File: config.mk
export PLATFORM = sky130hd
export DESIGN_NAME = gcd_and_lcm_pair
export DESIGN_NICKNAME = d
export VERILOG_FILES = /design/src/hdl/glp_pkg.sv /design/src/hdl/gcd_and_lcm_pair.sv
export SDC_FILE = /design/constraint.sdc
export NUM_CORES = 1
export LEC_CHECK = 0
export BUFFER_PORTS_ARGS = -buffer_cell sky130_fd_sc_hd__buf_2
export CAP_MARGIN = 15
export CORE_AREA = 3 3 222 224
export CTS_CLUSTER_DIAMETER = 60
export DETAILED_ROUTE_END_ITERATION = 16
export DIE_AREA = 0 0 225 227
export HOLD_SLACK_MARGIN = 0.05
export SLEW_MARGIN = 25
export SYNTH_ARGS = -nofsm -noshare
export SYNTH_HDL_FRONTEND = slang
export SYNTH_SLANG_ARGS = --single-unit
File: constraint.sdc
create_clock -name clock -period 9.1 [get_ports clock]
set_clock_uncertainty 0.1 [all_clocks]
set_input_delay 0.455 -clock clock [delete_from_list [all_inputs] [get_ports clock]]
set_output_delay 0.455 -clock clock [all_outputs]
set_load 0.005 [all_outputs]
File: src/hdl/glp_pkg.sv
// ----------------------------------------------------------------------------
// glp_pkg: shared types for the gcd and lcm pair block
// Sequencer state codes.
// ----------------------------------------------------------------------------
package glp_pkg;

   typedef enum logic [3:0] {
      ST_IDLE = 4'b0001,
      ST_GCD  = 4'b0010,
      ST_DIV  = 4'b0100,
      ST_MUL  = 4'b1000
   } glp_state_type;

endpackage

File: src/hdl/gcd_and_lcm_pair.sv
// ----------------------------------------------------------------------------
// gcd_and_lcm_pair: greatest common divisor and least common multiple
// Sequence: when either operand is zero the result comes straight from idle;
//   otherwise the binary gcd loop, restoring division of a by the gcd and a
//   shift-add multiply of the quotient by b, then the result strobe.
// Throughput: one word at a time; busy stays high until the result strobe.
// The rate is set by the single shared subtract/compare unit and the adder.
// Reset: synchronous, returns the sequencer to idle; the receiver cannot stall.
// ----------------------------------------------------------------------------
module gcd_and_lcm_pair
   import glp_pkg::*;
#(
   parameter int OPERAND_WIDTH = 32
) (
   input  logic                         clock,
   input  logic                         reset,
   input  logic                         start,
   output logic                         busy,
   input  logic [OPERAND_WIDTH-1:0]     req_operand_a,
   input  logic [OPERAND_WIDTH-1:0]     req_operand_b,
   output logic                         rsp_valid,
   output logic [OPERAND_WIDTH-1:0]     rsp_gcd_value,
   output logic [2*OPERAND_WIDTH-1:0]   rsp_lcm_value
);

   localparam int W  = OPERAND_WIDTH;
   localparam int CW = $clog2(W);
   localparam logic [CW-1:0] LAST_STEP = CW'(W - 1);

   glp_state_type   state_ff, state_in;
   logic [W-1:0]    x_ff, x_in;
   logic [W-1:0]    y_ff, y_in;
   logic [W-1:0]    b_ff, b_in;
   logic [W-1:0]    gcd_ff, gcd_in;
   logic [W-1:0]    rem_ff, rem_in;
   logic [2*W-1:0]  acc_ff, acc_in;
   logic [CW-1:0]   k_ff, k_in;
   logic [CW-1:0]   cnt_ff, cnt_in;
   logic            valid_ff, valid_in;
   logic [W-1:0]    a_keep_ff, a_keep_in;

   // shared subtract/compare unit
   logic [W:0]      sub_lhs, sub_rhs;
   logic [W+1:0]    sub_res;
   logic            sub_borrow;
   logic [W:0]      div_shift;

   assign div_shift = {rem_ff, x_ff[W-1]};

   always_comb begin
      case (state_ff)
         ST_DIV: begin
            sub_lhs = div_shift;
            sub_rhs = {1'b0, gcd_ff};
         end
         default: begin
            sub_lhs = {1'b0, x_ff};
            sub_rhs = {1'b0, y_ff};
         end
      endcase
      sub_res    = {1'b0, sub_lhs} - {1'b0, sub_rhs};
      sub_borrow = sub_res[W+1];
   end

   always_comb begin
      state_in  = state_ff;
      x_in      = x_ff;
      y_in      = y_ff;
      b_in      = b_ff;
      gcd_in    = gcd_ff;
      rem_in    = rem_ff;
      acc_in    = acc_ff;
      k_in      = k_ff;
      cnt_in    = cnt_ff;
      a_keep_in = a_keep_ff;
      valid_in  = 1'b0;
      case (state_ff)
         ST_IDLE: begin
            if (start) begin
               if (req_operand_a == '0 || req_operand_b == '0) begin
                  gcd_in   = req_operand_a | req_operand_b;
                  acc_in   = '0;
                  valid_in = 1'b1;
               end else begin
                  x_in      = req_operand_a;
                  y_in      = req_operand_b;
                  a_keep_in = req_operand_a;
                  b_in      = req_operand_b;
                  k_in      = '0;
                  state_in  = ST_GCD;
               end
            end
         end
         ST_GCD: begin
            if (x_ff == '0) begin
               // restore common powers of two, then divide a by the gcd
               gcd_in   = y_ff << k_ff;
               x_in     = a_keep_ff;
               rem_in   = '0;
               cnt_in   = '0;
               state_in = ST_DIV;
            end else if (!x_ff[0] && !y_ff[0]) begin
               x_in = x_ff >> 1;
               y_in = y_ff >> 1;
               k_in = k_ff + 1'b1;
            end else if (!x_ff[0]) begin
               x_in = x_ff >> 1;
            end else if (!y_ff[0]) begin
               y_in = y_ff >> 1;
            end else if (!sub_borrow) begin
               x_in = sub_res[W-1:0];
            end else begin
               y_in = W'(~sub_res[W-1:0] + 1'b1);
            end
         end
         ST_DIV: begin
            rem_in = sub_borrow ? div_shift[W-1:0] : sub_res[W-1:0];
            x_in   = {x_ff[W-2:0], ~sub_borrow};
            cnt_in = cnt_ff + 1'b1;
            if (cnt_ff == LAST_STEP) begin
               acc_in   = '0;
               cnt_in   = '0;
               state_in = ST_MUL;
            end
         end
         ST_MUL: begin
            // quotient msb first: shift and add the second operand
            acc_in = {acc_ff[2*W-2:0], 1'b0} + (x_ff[W-1] ? {{W{1'b0}}, b_ff} : '0);
            x_in   = {x_ff[W-2:0], 1'b0};
            cnt_in = cnt_ff + 1'b1;
            if (cnt_ff == LAST_STEP) begin
               valid_in = 1'b1;
               state_in = ST_IDLE;
            end
         end
         default: begin
            state_in = ST_IDLE;
         end
      endcase
   end

   always_ff @(posedge clock) begin
      if (reset) begin
         state_ff <= ST_IDLE;
         valid_ff <= 1'b0;
      end else begin
         state_ff <= state_in;
         valid_ff <= valid_in;
      end
   end

   always_ff @(posedge clock) begin
      x_ff      <= x_in;
      y_ff      <= y_in;
      b_ff      <= b_in;
      gcd_ff    <= gcd_in;
      rem_ff    <= rem_in;
      acc_ff    <= acc_in;
      k_ff      <= k_in;
      cnt_ff    <= cnt_in;
      a_keep_ff <= a_keep_in;
   end

   assign busy          = (state_ff != ST_IDLE);
   assign rsp_valid     = valid_ff;
   assign rsp_gcd_value = gcd_ff;
   assign rsp_lcm_value = acc_ff;

   a_strobe_source: assert property (@(posedge clock) disable iff (reset)
      valid_ff |-> $past(state_ff == ST_MUL || (state_ff == ST_IDLE && start)))
      else $error("result strobe without a finishing step");

   a_gcd_loop_live: assert property (@(posedge clock) disable iff (reset)
      (state_ff == ST_GCD) |-> (y_ff != '0))
      else $error("gcd loop lost its nonzero operand");

   a_div_nonzero: assert property (@(posedge clock) disable iff (reset)
      (state_ff == ST_DIV) |-> (gcd_ff != '0 && rem_ff < gcd_ff))
      else $error("division remainder out of range");

   a_busy_start: assert property (@(posedge clock) disable iff (reset)
      $rose(busy) |-> $past(start))
      else $error("busy without a start word");

endmodule

# --- After elaboration in Yosys (flattened, before gate mapping) ---
# Index checks and enable logic that the tools add are counted.
op_classes:
  add_sub_neg: 5
  eq_ne: 18
  shift: 1
  n_mux: 48
  bitwise_logic: 4
  n_reduce_logical: 23
ops:
  columns: ["cell", "count"]
  rows:
  - ["$mux 32", 21]
  - ["$mux 64", 3]
  - ["$pmux 32 s2", 3]
  - ["$pmux 64 s3", 1]
  - ["$pmux 32 s4", 1]
  - ["$logic_not 32->1", 3]
  - ["$add 64x32->64", 1]
  - ["$sub 33x33->34", 1]
  - ["$mux 33", 1]
  - ["$add 32x1->32 const B", 1]
  - ["$not 32->32", 1]
  - ["$or 32x32->32", 1]
  - ["$shl 32x5->32", 1]
  - ["$mux 5", 6]
  - ["$mux 4", 5]
  - ["$reduce_and 5->1", 4]
  - ["$ne 2x2->1 const B", 8]
  - ["$pmux 4 s4", 1]
  - ["$pmux 5 s3", 1]
  - ["$add 5x1->5 const B", 2]
  - ["$ne 5x5->1 const B", 2]
  - ["$pmux 5 s2", 1]
  - ["$reduce_and 4->1", 2]
  - ["$reduce_and 3->1", 2]
  - ["other kinds (19)", 26]
word_totals:
  register_bits: 271
  in_bits: 67
  output_inout_bits: 98

# --- Depth between registers and ports, before layout ---
# Gate-level depths: netlist (run 1).
depth:
  depth_word: 11
  depth_mapped: 21

# --- Worst setup path after synthesis (run 1) ---
# No wires, ideal clock.
synth_path:
  path_type: "register -> register"
  startpoint: "register state_ff[3]"
  endpoint: "register x_ff[10], enable pin"
  setup_time_ns: 0.467
  t_arrival_ns: 6.376
  path_slack_ns: 2.157
  path_stages_with_launch: 21
  n_path_buf: 6
  period_less_slack_ns: 6.943
  cell_sequence: "dfxtp_1 -> clkbuf_1 -> nor4b_1 -> clkbuf_1 -> clkbuf_1 -> clkbuf_1 -> nand2_1 -> nand2_1 -> ha_1 -> clkbuf_1 -> nand2_1 -> o21ai_0 -> a21o_1 -> and4_1 -> o21a_1 -> a221oi_1 -> or2_2 -> a31oi_2 -> clkbuf_1 -> nand2_1 -> a21boi_0"
synth_between:
  elab_chain_len: 5
synth_lines:
  columns: ["item", "line_no", "text"]
  rows:
  - ["from (decl)", "gcd_and_lcm_pair.sv:30", "glp_state_type state_ff, state_in;"]
  - ["from (signal assigned)", "gcd_and_lcm_pair.sv:147", "state_ff <= state_in;"]
  - ["$eq 4x3->1", "gcd_and_lcm_pair.sv:51, gcd_and_lcm_pair.sv:77", null]
  - ["$mux 33 or $mux 32 (tied branches)", "gcd_and_lcm_pair.sv:51", "case (state_ff)"]
  - ["$sub 33x33->34", "gcd_and_lcm_pair.sv:61", "sub_res = {1'b0, sub_lhs} - {1'b0, sub_rhs};"]
  - ["$ne 5x5->1 (no source line)", null, null]
  - ["$reduce_and 5->1 (no source line) (*)", null, null]
  - ["to (signal assigned)", "gcd_and_lcm_pair.sv:153", "x_ff <= x_in;"]
  - ["to (decl)", "gcd_and_lcm_pair.sv:31", "logic [W-1:0] x_ff, x_in;"]
# Mark *: on every way between the ends. The rest lies on a longest branch, timed or not.
# A chain may end at the register's enable or synchronous reset.

# --- Worst setup path in the final report (run 1) ---
layout_path:
  startpoint: "register state_ff[2]"
  endpoint: "register y_ff[28], data pin"
layout_between:
  elab_chain_len: 11
layout_lines:
  columns: ["item", "line_no", "text"]
  rows:
  - ["$eq 4x3->1", "gcd_and_lcm_pair.sv:51", null]
  - ["$mux 33 or $mux 32 (tied branches)", "gcd_and_lcm_pair.sv:51", null]
  - ["$sub 33x33->34", "gcd_and_lcm_pair.sv:61", null]
  - ["$not 32->32", "gcd_and_lcm_pair.sv:113", "y_in = W'(~sub_res[W-1:0] + 1'b1);"]
  - ["$add 32x1->32", "gcd_and_lcm_pair.sv:113", null]
  - ["$mux 32", "gcd_and_lcm_pair.sv:110", "end else if (!sub_borrow) begin"]
  - ["$mux 32", "gcd_and_lcm_pair.sv:108", "end else if (!y_ff[0]) begin"]
  - ["$mux 32", "gcd_and_lcm_pair.sv:106", "end else if (!x_ff[0]) begin"]
  - ["$mux 32", "gcd_and_lcm_pair.sv:102", "end else if (!x_ff[0] && !y_ff[0]) begin"]
  - ["$mux 32", "gcd_and_lcm_pair.sv:95", "if (x_ff == '0) begin"]
  - ["$pmux 32 s2 (*)", "gcd_and_lcm_pair.sv:77", "case (state_ff)"]
  - ["net y_in[28]", "gcd_and_lcm_pair.sv:32", "logic [W-1:0] y_ff, y_in;"]
  - ["to (signal assigned)", "gcd_and_lcm_pair.sv:154", "y_ff <= y_in;"]
  - ["to (decl)", "gcd_and_lcm_pair.sv:32", null]
# The timed path passes the listed nets; every way through them passes the cells marked *. The select of a mux whose other input is x is not followed.

==> metrics, run 1 <==
run status=finished, final reports clean; gr usage total=24.5%; cell area after layout=21000 sq um; Main synth FF type=edfxtp_1; TritonCTS clock tree=done; Pleak=7.75 nW; Post-Syn Instances=1864; HP Start=req_operand_a[29]; port bufs=164; vias per cell=6.04; Switching Share=40.2%; placed inst area=19500 sq um; first-pass GRT wire length=95.2 mm; clk_lat worst skew=0.57 ns; Setup Buffers After CTS=0; most frequent CP cell=o21ai_0; total gr overflow=0; met1 Usage GRT=33.6%; clk buf depth=3; Worst R2R Setup Slack=3.11 ns; pre-CTS WS=3.30 ns; FF+latch count, synth=271; WHS Path Cells=1; Root Driver=clkbuf_16; Worst EP arrival=6.19 ns; area grow syn2layout=16.4%; share of cells above drive strength 1=15.5%; Routed WL=63.9 mm; slew margin rel.=27.9%; DR DRC count=0; vias in the first global route=15500; Net Count, Synth=2000; CTS H-tree lvls=2; Filler cells=4522; CP top delay family=simple AND/OR/NAND/NOR gates; post-synthesis sequential area ratio=44.9%; fin crit share=65.9%; Worst-Margin Slew=1.08 ns; utilization after layout=44.1%; hold buffers post-CTS=21; die width=225 um; core area=47500 sq um; crit path time final=5.99 ns; M2 GR Usage=38.5%; die height=227 um; num ports=165; r2r worst-path depth=18; setup TNS=0 ns; CTS Buf Count=38; RSZ-0062 raised after global routing=false; Post-synth EDFFs=266; max_cap viols=0; Clk pin slew, worst setup/hold paths=0.06 ns; worst path buffer plus inverter count=2; post-route insts no fill=2656; crit end category=flop; FMAX=167 MHz; CP max stage cell=buf_4; Hold WS=0.0909 ns; CP Class=reg -> reg; Nets=2147; Vias=16100; part of the power in the clock network=28.4%; final setup vio count=0; max incr delay on CP=0.80 ns; Sw Pwr=2.16 mW; Rows=80; Gate power share=41.1%; TritonCTS Sinks=271; DR iter-0 viols=1668; GP Congestion=0.945; Critical Path Fanout Max=70; Yosys cell types=78; met3 usage=4.40%; WP data required=9.29 ns; Sequential Power Share=30.5%; Fin. Hold Viols=0; Post-CTS Resized=0; Reg-to-Reg End=y_ff[28]; routed len/inst=24.1 um; Final HPWL DP=47.7 mm; antenna violations before repair=1; Placed Cells=2565; Mapped Area=18000 sq um; Antenna Nets Post-Route=0; P per Cell Area=255 nW/um^2; Initial Utilization=37.9%; TritonRoute pass-1 iters=8; Min-Delay Path Class=in -> reg; Syn Area/Cell=9.67 sq um; Worst Hold Path EP=a_keep_ff[29]; crit path cell chain=nor4b_2 > buf_4 > nor2_1 > a21oi_1 > ha_1 > inv_1 > fa_1 > a21o_1 > and3_4 > nor2_4 > o21ai_0 > xnor2_2 > nand4b_1 > nor4_2 > nand4_1 > nor3_1 > xor2_1 > o21ai_0; Setup crit start kind=flop; setup ws final=3.11 ns; Max Slew Vio Count=0; largest net degree at the start of global routing=71; Peak VDD IR=125 uV; worst r2r src=state_ff[2]; Post-synth ARST share=0%; design internal power=3.21 mW; GRT busiest layer=met2; Die Area=51100 sq um; Overall Power=5.36 mW; synth warn=0
sequential cells by signal, summed over array words and instances (netlist names):
| signal | count |
|---|---|
| rsp_valid | 1 |
| rsp_gcd_value | 32 |
| rsp_lcm_value | 64 |
| a_keep_ff | 32 |
| state_ff | 4 |
| y_ff | 32 |
| x_ff | 32 |
| rem_ff | 32 |
| cnt_ff | 5 |
| b_ff | 32 |
| k_ff | 5 |
synthesized netlist by cell type, drive strengths merged, types with 26 or more instances:
library cell | n | area, sq um
clkbuf | 91 | 342
nand2 | 254 | 953
o21ai | 164 | 821
a21oi | 144 | 724
nand4 | 26 | 169
edfxtp | 266 | 7990
a21o | 38 | 285
nor4 | 35 | 240
a222oi | 33 | 330
mux2i | 53 | 531
nand3 | 41 | 205
ha | 67 | 838
xor2 | 58 | 508
nor2 | 158 | 601
and2 | 44 | 278
xnor2 | 53 | 472
nor3 | 40 | 200
power groups by stage:
stage               logic, mW  clock network (mW)  registers (mW)
CTS                      2.18                1.55            1.63
global placement         2.14                   0            1.65
floorplan                1.56                   0            1.59
finish                   2.21                1.52            1.63
global route             2.40                1.60            1.64
detailed placement       2.16                   0            1.65
cell type report:
| cell class | count | area [sq um] | area share (%) |
|---|---|---|---|
| Clock buffer | 42 | 987 | 4.70 |
| Antenna cell | 1 | 2.50 | 0.0119 |
| Timing Repair Buffer | 213 | 1260 | 6.01 |
| Inverter | 26 | 97.6 | 0.465 |
| Sequential cell | 271 | 8090 | 38.5 |
| Multi-Input combinational cell | 1461 | 9500 | 45.3 |
| Clock inverter | 27 | 282 | 1.34 |
| Tap cell | 615 | 769 | 3.67 |
logic make-up (layout without fill, tap and decap cells):
kind of cell	count (synthesis)	count (layout)	synth area share, %
AO/OA/AOI/OAI	510	510	17.8
flip-flops	271	271	44.9
multiplexers	83	83	6.00
other	0	1	0
XOR/XNOR	111	111	5.43
buffers and inverters	132	308	2.83
AND/OR/NAND/NOR	688	688	18.2
adder cells (fa/ha/maj)	69	69	4.87
layer usage:
layer  vias to the layer above  wire length [um]
met1                      7824             27600
met4                         0              2500
li1                       7330                 -
met3                       125              5200
met5                         -                 0
met2                       772             28600
how the worst max path moves through the flow:
| stage | startpoint | to | slack, ns | depth (start not counted) |
|---|---|---|---|---|
| finish | state_ff[2] | y_ff[28] | 3.11 | 18 |
| CTS | state_ff[3] | y_ff[30] | 3.24 | 18 |
| detailed placement | state_ff[3] | y_ff[30] | 3.30 | 18 |
| floorplan | state_ff[3] | x_ff[10] | 2.16 | 20 |
| global route | state_ff[2] | y_ff[30] | 2.74 | 18 |
| global placement | state_ff[3] | x_ff[29] | 3.16 | 15 |
cells in the final DEF, fill, tap and decap left out, types with 39 or more instances in the layout:
cell and n:
a21oi_1 142, and2_1 43, buf_2 164, clkbuf_16 39
edfxtp_1 266, ha_1 67, mux2i_1 53, nand2_1 254
nand3_1 41, nor2_1 156, o21ai_0 162, xnor2_1 52
xor2_1 58
No activity file was read; power rests on OpenSTA's default activity.
==> run 2, diff against run 1 <==
--- a/config.mk
+++ b/config.mk
@@ -5,12 +5,13 @@
 export SDC_FILE = /design/constraint.sdc
 export NUM_CORES = 1
 export LEC_CHECK = 0
+export ABC_AREA = 1
 export BUFFER_PORTS_ARGS = -buffer_cell sky130_fd_sc_hd__buf_2
 export CAP_MARGIN = 15
-export CORE_AREA = 3 3 222 224
+export CORE_AREA = 3 3 235 237
 export CTS_CLUSTER_DIAMETER = 60
 export DETAILED_ROUTE_END_ITERATION = 16
-export DIE_AREA = 0 0 225 227
+export DIE_AREA = 0 0 238 240
 export HOLD_SLACK_MARGIN = 0.05
 export SLEW_MARGIN = 25
 export SYNTH_ARGS = -nofsm -noshare
==> constraint.sdc (replaced) <==
create_clock -name clock -period 5.7 [get_ports clock]
set_clock_uncertainty 0.1 [all_clocks]
set_input_delay 0.285 -clock clock [delete_from_list [all_inputs] [get_ports clock]]
set_output_delay 0.285 -clock clock [all_outputs]
set_load 0.005 [all_outputs]
==> run 2 against run 1 <==
Utilization rose by 0.063 points. Worst setup slack got worse by 2.3 ns. Combinational power rose by 13%. Largest power group unchanged. Sequential share of layout area fell by 4.3 points. Final cell count rose by 39%. Count of clock-buffer cells in the layout rose by 3. Cell area rose by 13%. Register-to-register slack got worse by 2.3 ns. Critical endpoint is now x_ff[18]. Critical path depth did not move. Sequential cell count did not move.
==> metrics, run 2 <==
run status=finished, final reports clean; gr usage total=28.7% (+4.2 points); Final HPWL DP=66.4 mm (+39%); clk_lat worst skew=0.58 ns (about the same); Fin. Hold Viols=0 (unchanged); vias per cell=5.75 (-4.9%); CTS Buf Count=38 (unchanged); Pleak=10.7 nW (+38%); port bufs=164 (unchanged); CP max stage cell=inv_2; most frequent cell after synthesis=nand2_1; Post-synth EDFFs=266 (unchanged); total gr overflow=0 (unchanged); Rows=85 (+6.3%); Antenna Nets Post-Route=0 (unchanged); vias in the first global route=19800 (+28%); post-route insts no fill=3697 (+39%); Post-CTS Resized=0 (unchanged); setup TNS=0 ns (unchanged); Worst-Margin Slew=0.984 ns (-0.0976 ns); TritonRoute pass-1 iters=6 (-2); routed len/inst=22.9 um (-4.7%); Min-Delay Path Class=in -> reg; worst path buffer plus inverter count=5 (+3); TritonCTS clock tree=done; num ports=165 (unchanged); CTS H-tree lvls=2 (unchanged); Post-synth ARST share=0% (unchanged); Syn Area/Cell=7.27 sq um (-25%); Worst EP arrival=5.15 ns (-1.04 ns); Hold WS=0.154 ns (+0.0629 ns); core area=53500 sq um (+13%); DR iter-0 viols=2580 (+55%); die width=238 um (+5.8%); GP Congestion=0.977 (+3.3%); post-synth top area share=39.6% (-4.7 points); fin crit share=85.2% (+19 points); Synth area leaders=edfxtp_1 (40%), nand2_1 (14%), inv_1 (7.4%), o21ai_0 (6.7%), a21oi_1 (4.6%); crit end category=flop; Clk pin slew, worst setup/hold paths=0.05 ns (about the same); first-pass GRT wire length=123 mm (+29%); P per Cell Area=311 nW/um^2 (+22%); max incr delay on CP=0.55 ns (-0.25 ns); Setup crit start kind=flop; antenna violations before repair=1 (unchanged); CP top delay family=buffers and inverters; final setup vio count=0 (unchanged); Critical Path Fanout Max=41 (-41%); TritonCTS Sinks=271 (unchanged); Placed Cells=3564 (+39%); synth warn=0 (unchanged); Routed WL=84.8 mm (+33%); Nets=3110 (+45%); Main synth FF type=edfxtp_1; crit path cell chain=nor2_1 > nand2_4 > inv_2 > buf_4 > o21ai_0 > ha_1 > nand2_1 > nor2_2 > inv_2 > nor3_2 > nand3_1 > nand2_2 > buf_4 > buf_4 > nand2_1 > o22ai_1 > a22oi_1 > nand2_1; commonest cells in the netlist=nand2_1 (733), inv_1 (398), o21ai_0 (270); cell taking the most area after synthesis=edfxtp_1; clk buf depth=3 (unchanged); most common cell after layout, fill and taps aside=nand2_1; Initial Utilization=37.7% (-0.20 points); most frequent cells in the layout=nand2_1 (731), inv_1 (396), o21ai_0 (270); WP data required=6.00 ns (-3.29 ns); max FFs per register=64 (unchanged); Yosys cell types=53 (-32%); CP Class=reg -> reg; FF+latch count, synth=271 (unchanged); share of cells above drive strength 1=11.6% (-3.9 points); area grow syn2layout=17.2%; Net Count, Synth=2910 (+46%); Max Slew Vio Count=0 (unchanged); crit path time final=4.85 ns (-1.14 ns); Peak VDD IR=229 uV (+82%); Root Driver=clkbuf_16; FMAX=206 MHz (+23%); Mapped Area=20200 sq um (+12%); Post-Syn Instances=2774 (+49%); slew margin rel.=34.4% (+6.4 points); die height=240 um (+5.7%); max_cap viols=0 (unchanged); post-synthesis sequential area ratio=40.1% (-4.8 points); Die Area=57100 sq um (+12%); RSZ-0062 raised after global routing=false; DR DRC count=0 (unchanged); Vias=21200 (+32%); largest net degree at the start of global routing=74 (+4.2%)
==> run 2: cell types whose count changed after synthesis, sizes merged, moves of 40 or more <==
cell   before  now
nand2     254  765
inv        23  410
o21ai     164  282
nand3      41  132
nor2      158  241
xor2       58    3
xnor2      53    1
o22ai       2   51
a21oi     144  187
a22oi      21   61
and2       44    4
==> run 2: through the flow <==
step	cell area (sq um)	util [%]	worst slack, ns	total power [mW]
final	23600	44.2	0.845	7.36
after global routing	23600	44.2	0.489	7.70
after CTS	23600	44.2	0.931	7.33
after detailed placement	21800	40.7	0.923	4.88
after global placement	21800	40.7	0.909	4.87
after floorplan	20200	-	0.997	4.02
==> run 2: final timing paths <==
check | start | endpoint | slack [ns] | cells after the start
max | state_ff[0] | x_ff[18] | 0.85 | 18
min | start | state_ff[1] | 0.15 | 5
max reg2reg | state_ff[0] | x_ff[18] | 0.85 | 18
min reg2reg | a_keep_ff[15] | x_ff[15] | 0.45 | 2
==> run 2: layer usage <==
layer	GRT usage, %	part of all wire (%)	routed length, um
met5	0	0	0
met4	10.4	3.8	3230
met3	6.08	11	8950
met2	46.2	45	38300
met1	38.4	40	34300
==> run 2: area by class of cell <==
| type | count | area (sq um) |
|---|---|---|
| Fill cell | 5476 | 29800 |
| Clock buffer | 45 | 998 |
| Timing Repair Buffer | 255 | 1690 |
| Sequential cell | 271 | 8090 |
| Multi-Input combinational cell | 1996 | 10200 |
| Tap cell | 696 | 871 |
| Inverter | 412 | 1550 |
| Antenna cell | 2 | 5.00 |
| Clock inverter | 20 | 226 |
==> run 2: report_power, final <==
part	switching, mW	internal, mW
sequential	0.100	2.36
combinational	1.83	0.664
clock	0.966	1.44
total	2.90	4.46
==> run 2: logic make-up after synthesis <==
kind of cell,after synthesis,synth area share (%)
simple gates,1249,26.5
xor+xnor,4,0.174
compound gates,654,18.3
mux,20,0.992
fa+ha+maj,69,4.35
flops,271,40.1
buf+inv,507,9.51
==> run 2: worst min-delay path, cell delays in order <==
cell,delay [ns]
buf_2,0.11
nand2_1,0.05
o21ai_0,0.07
inv_1,0.15
nor2_1,0.07
==> run 2: timing repair <==
item,in CTS,in global routing
buffers inserted,0,0
endpoints found under the hold margin,74,0
hold buffers,66,0
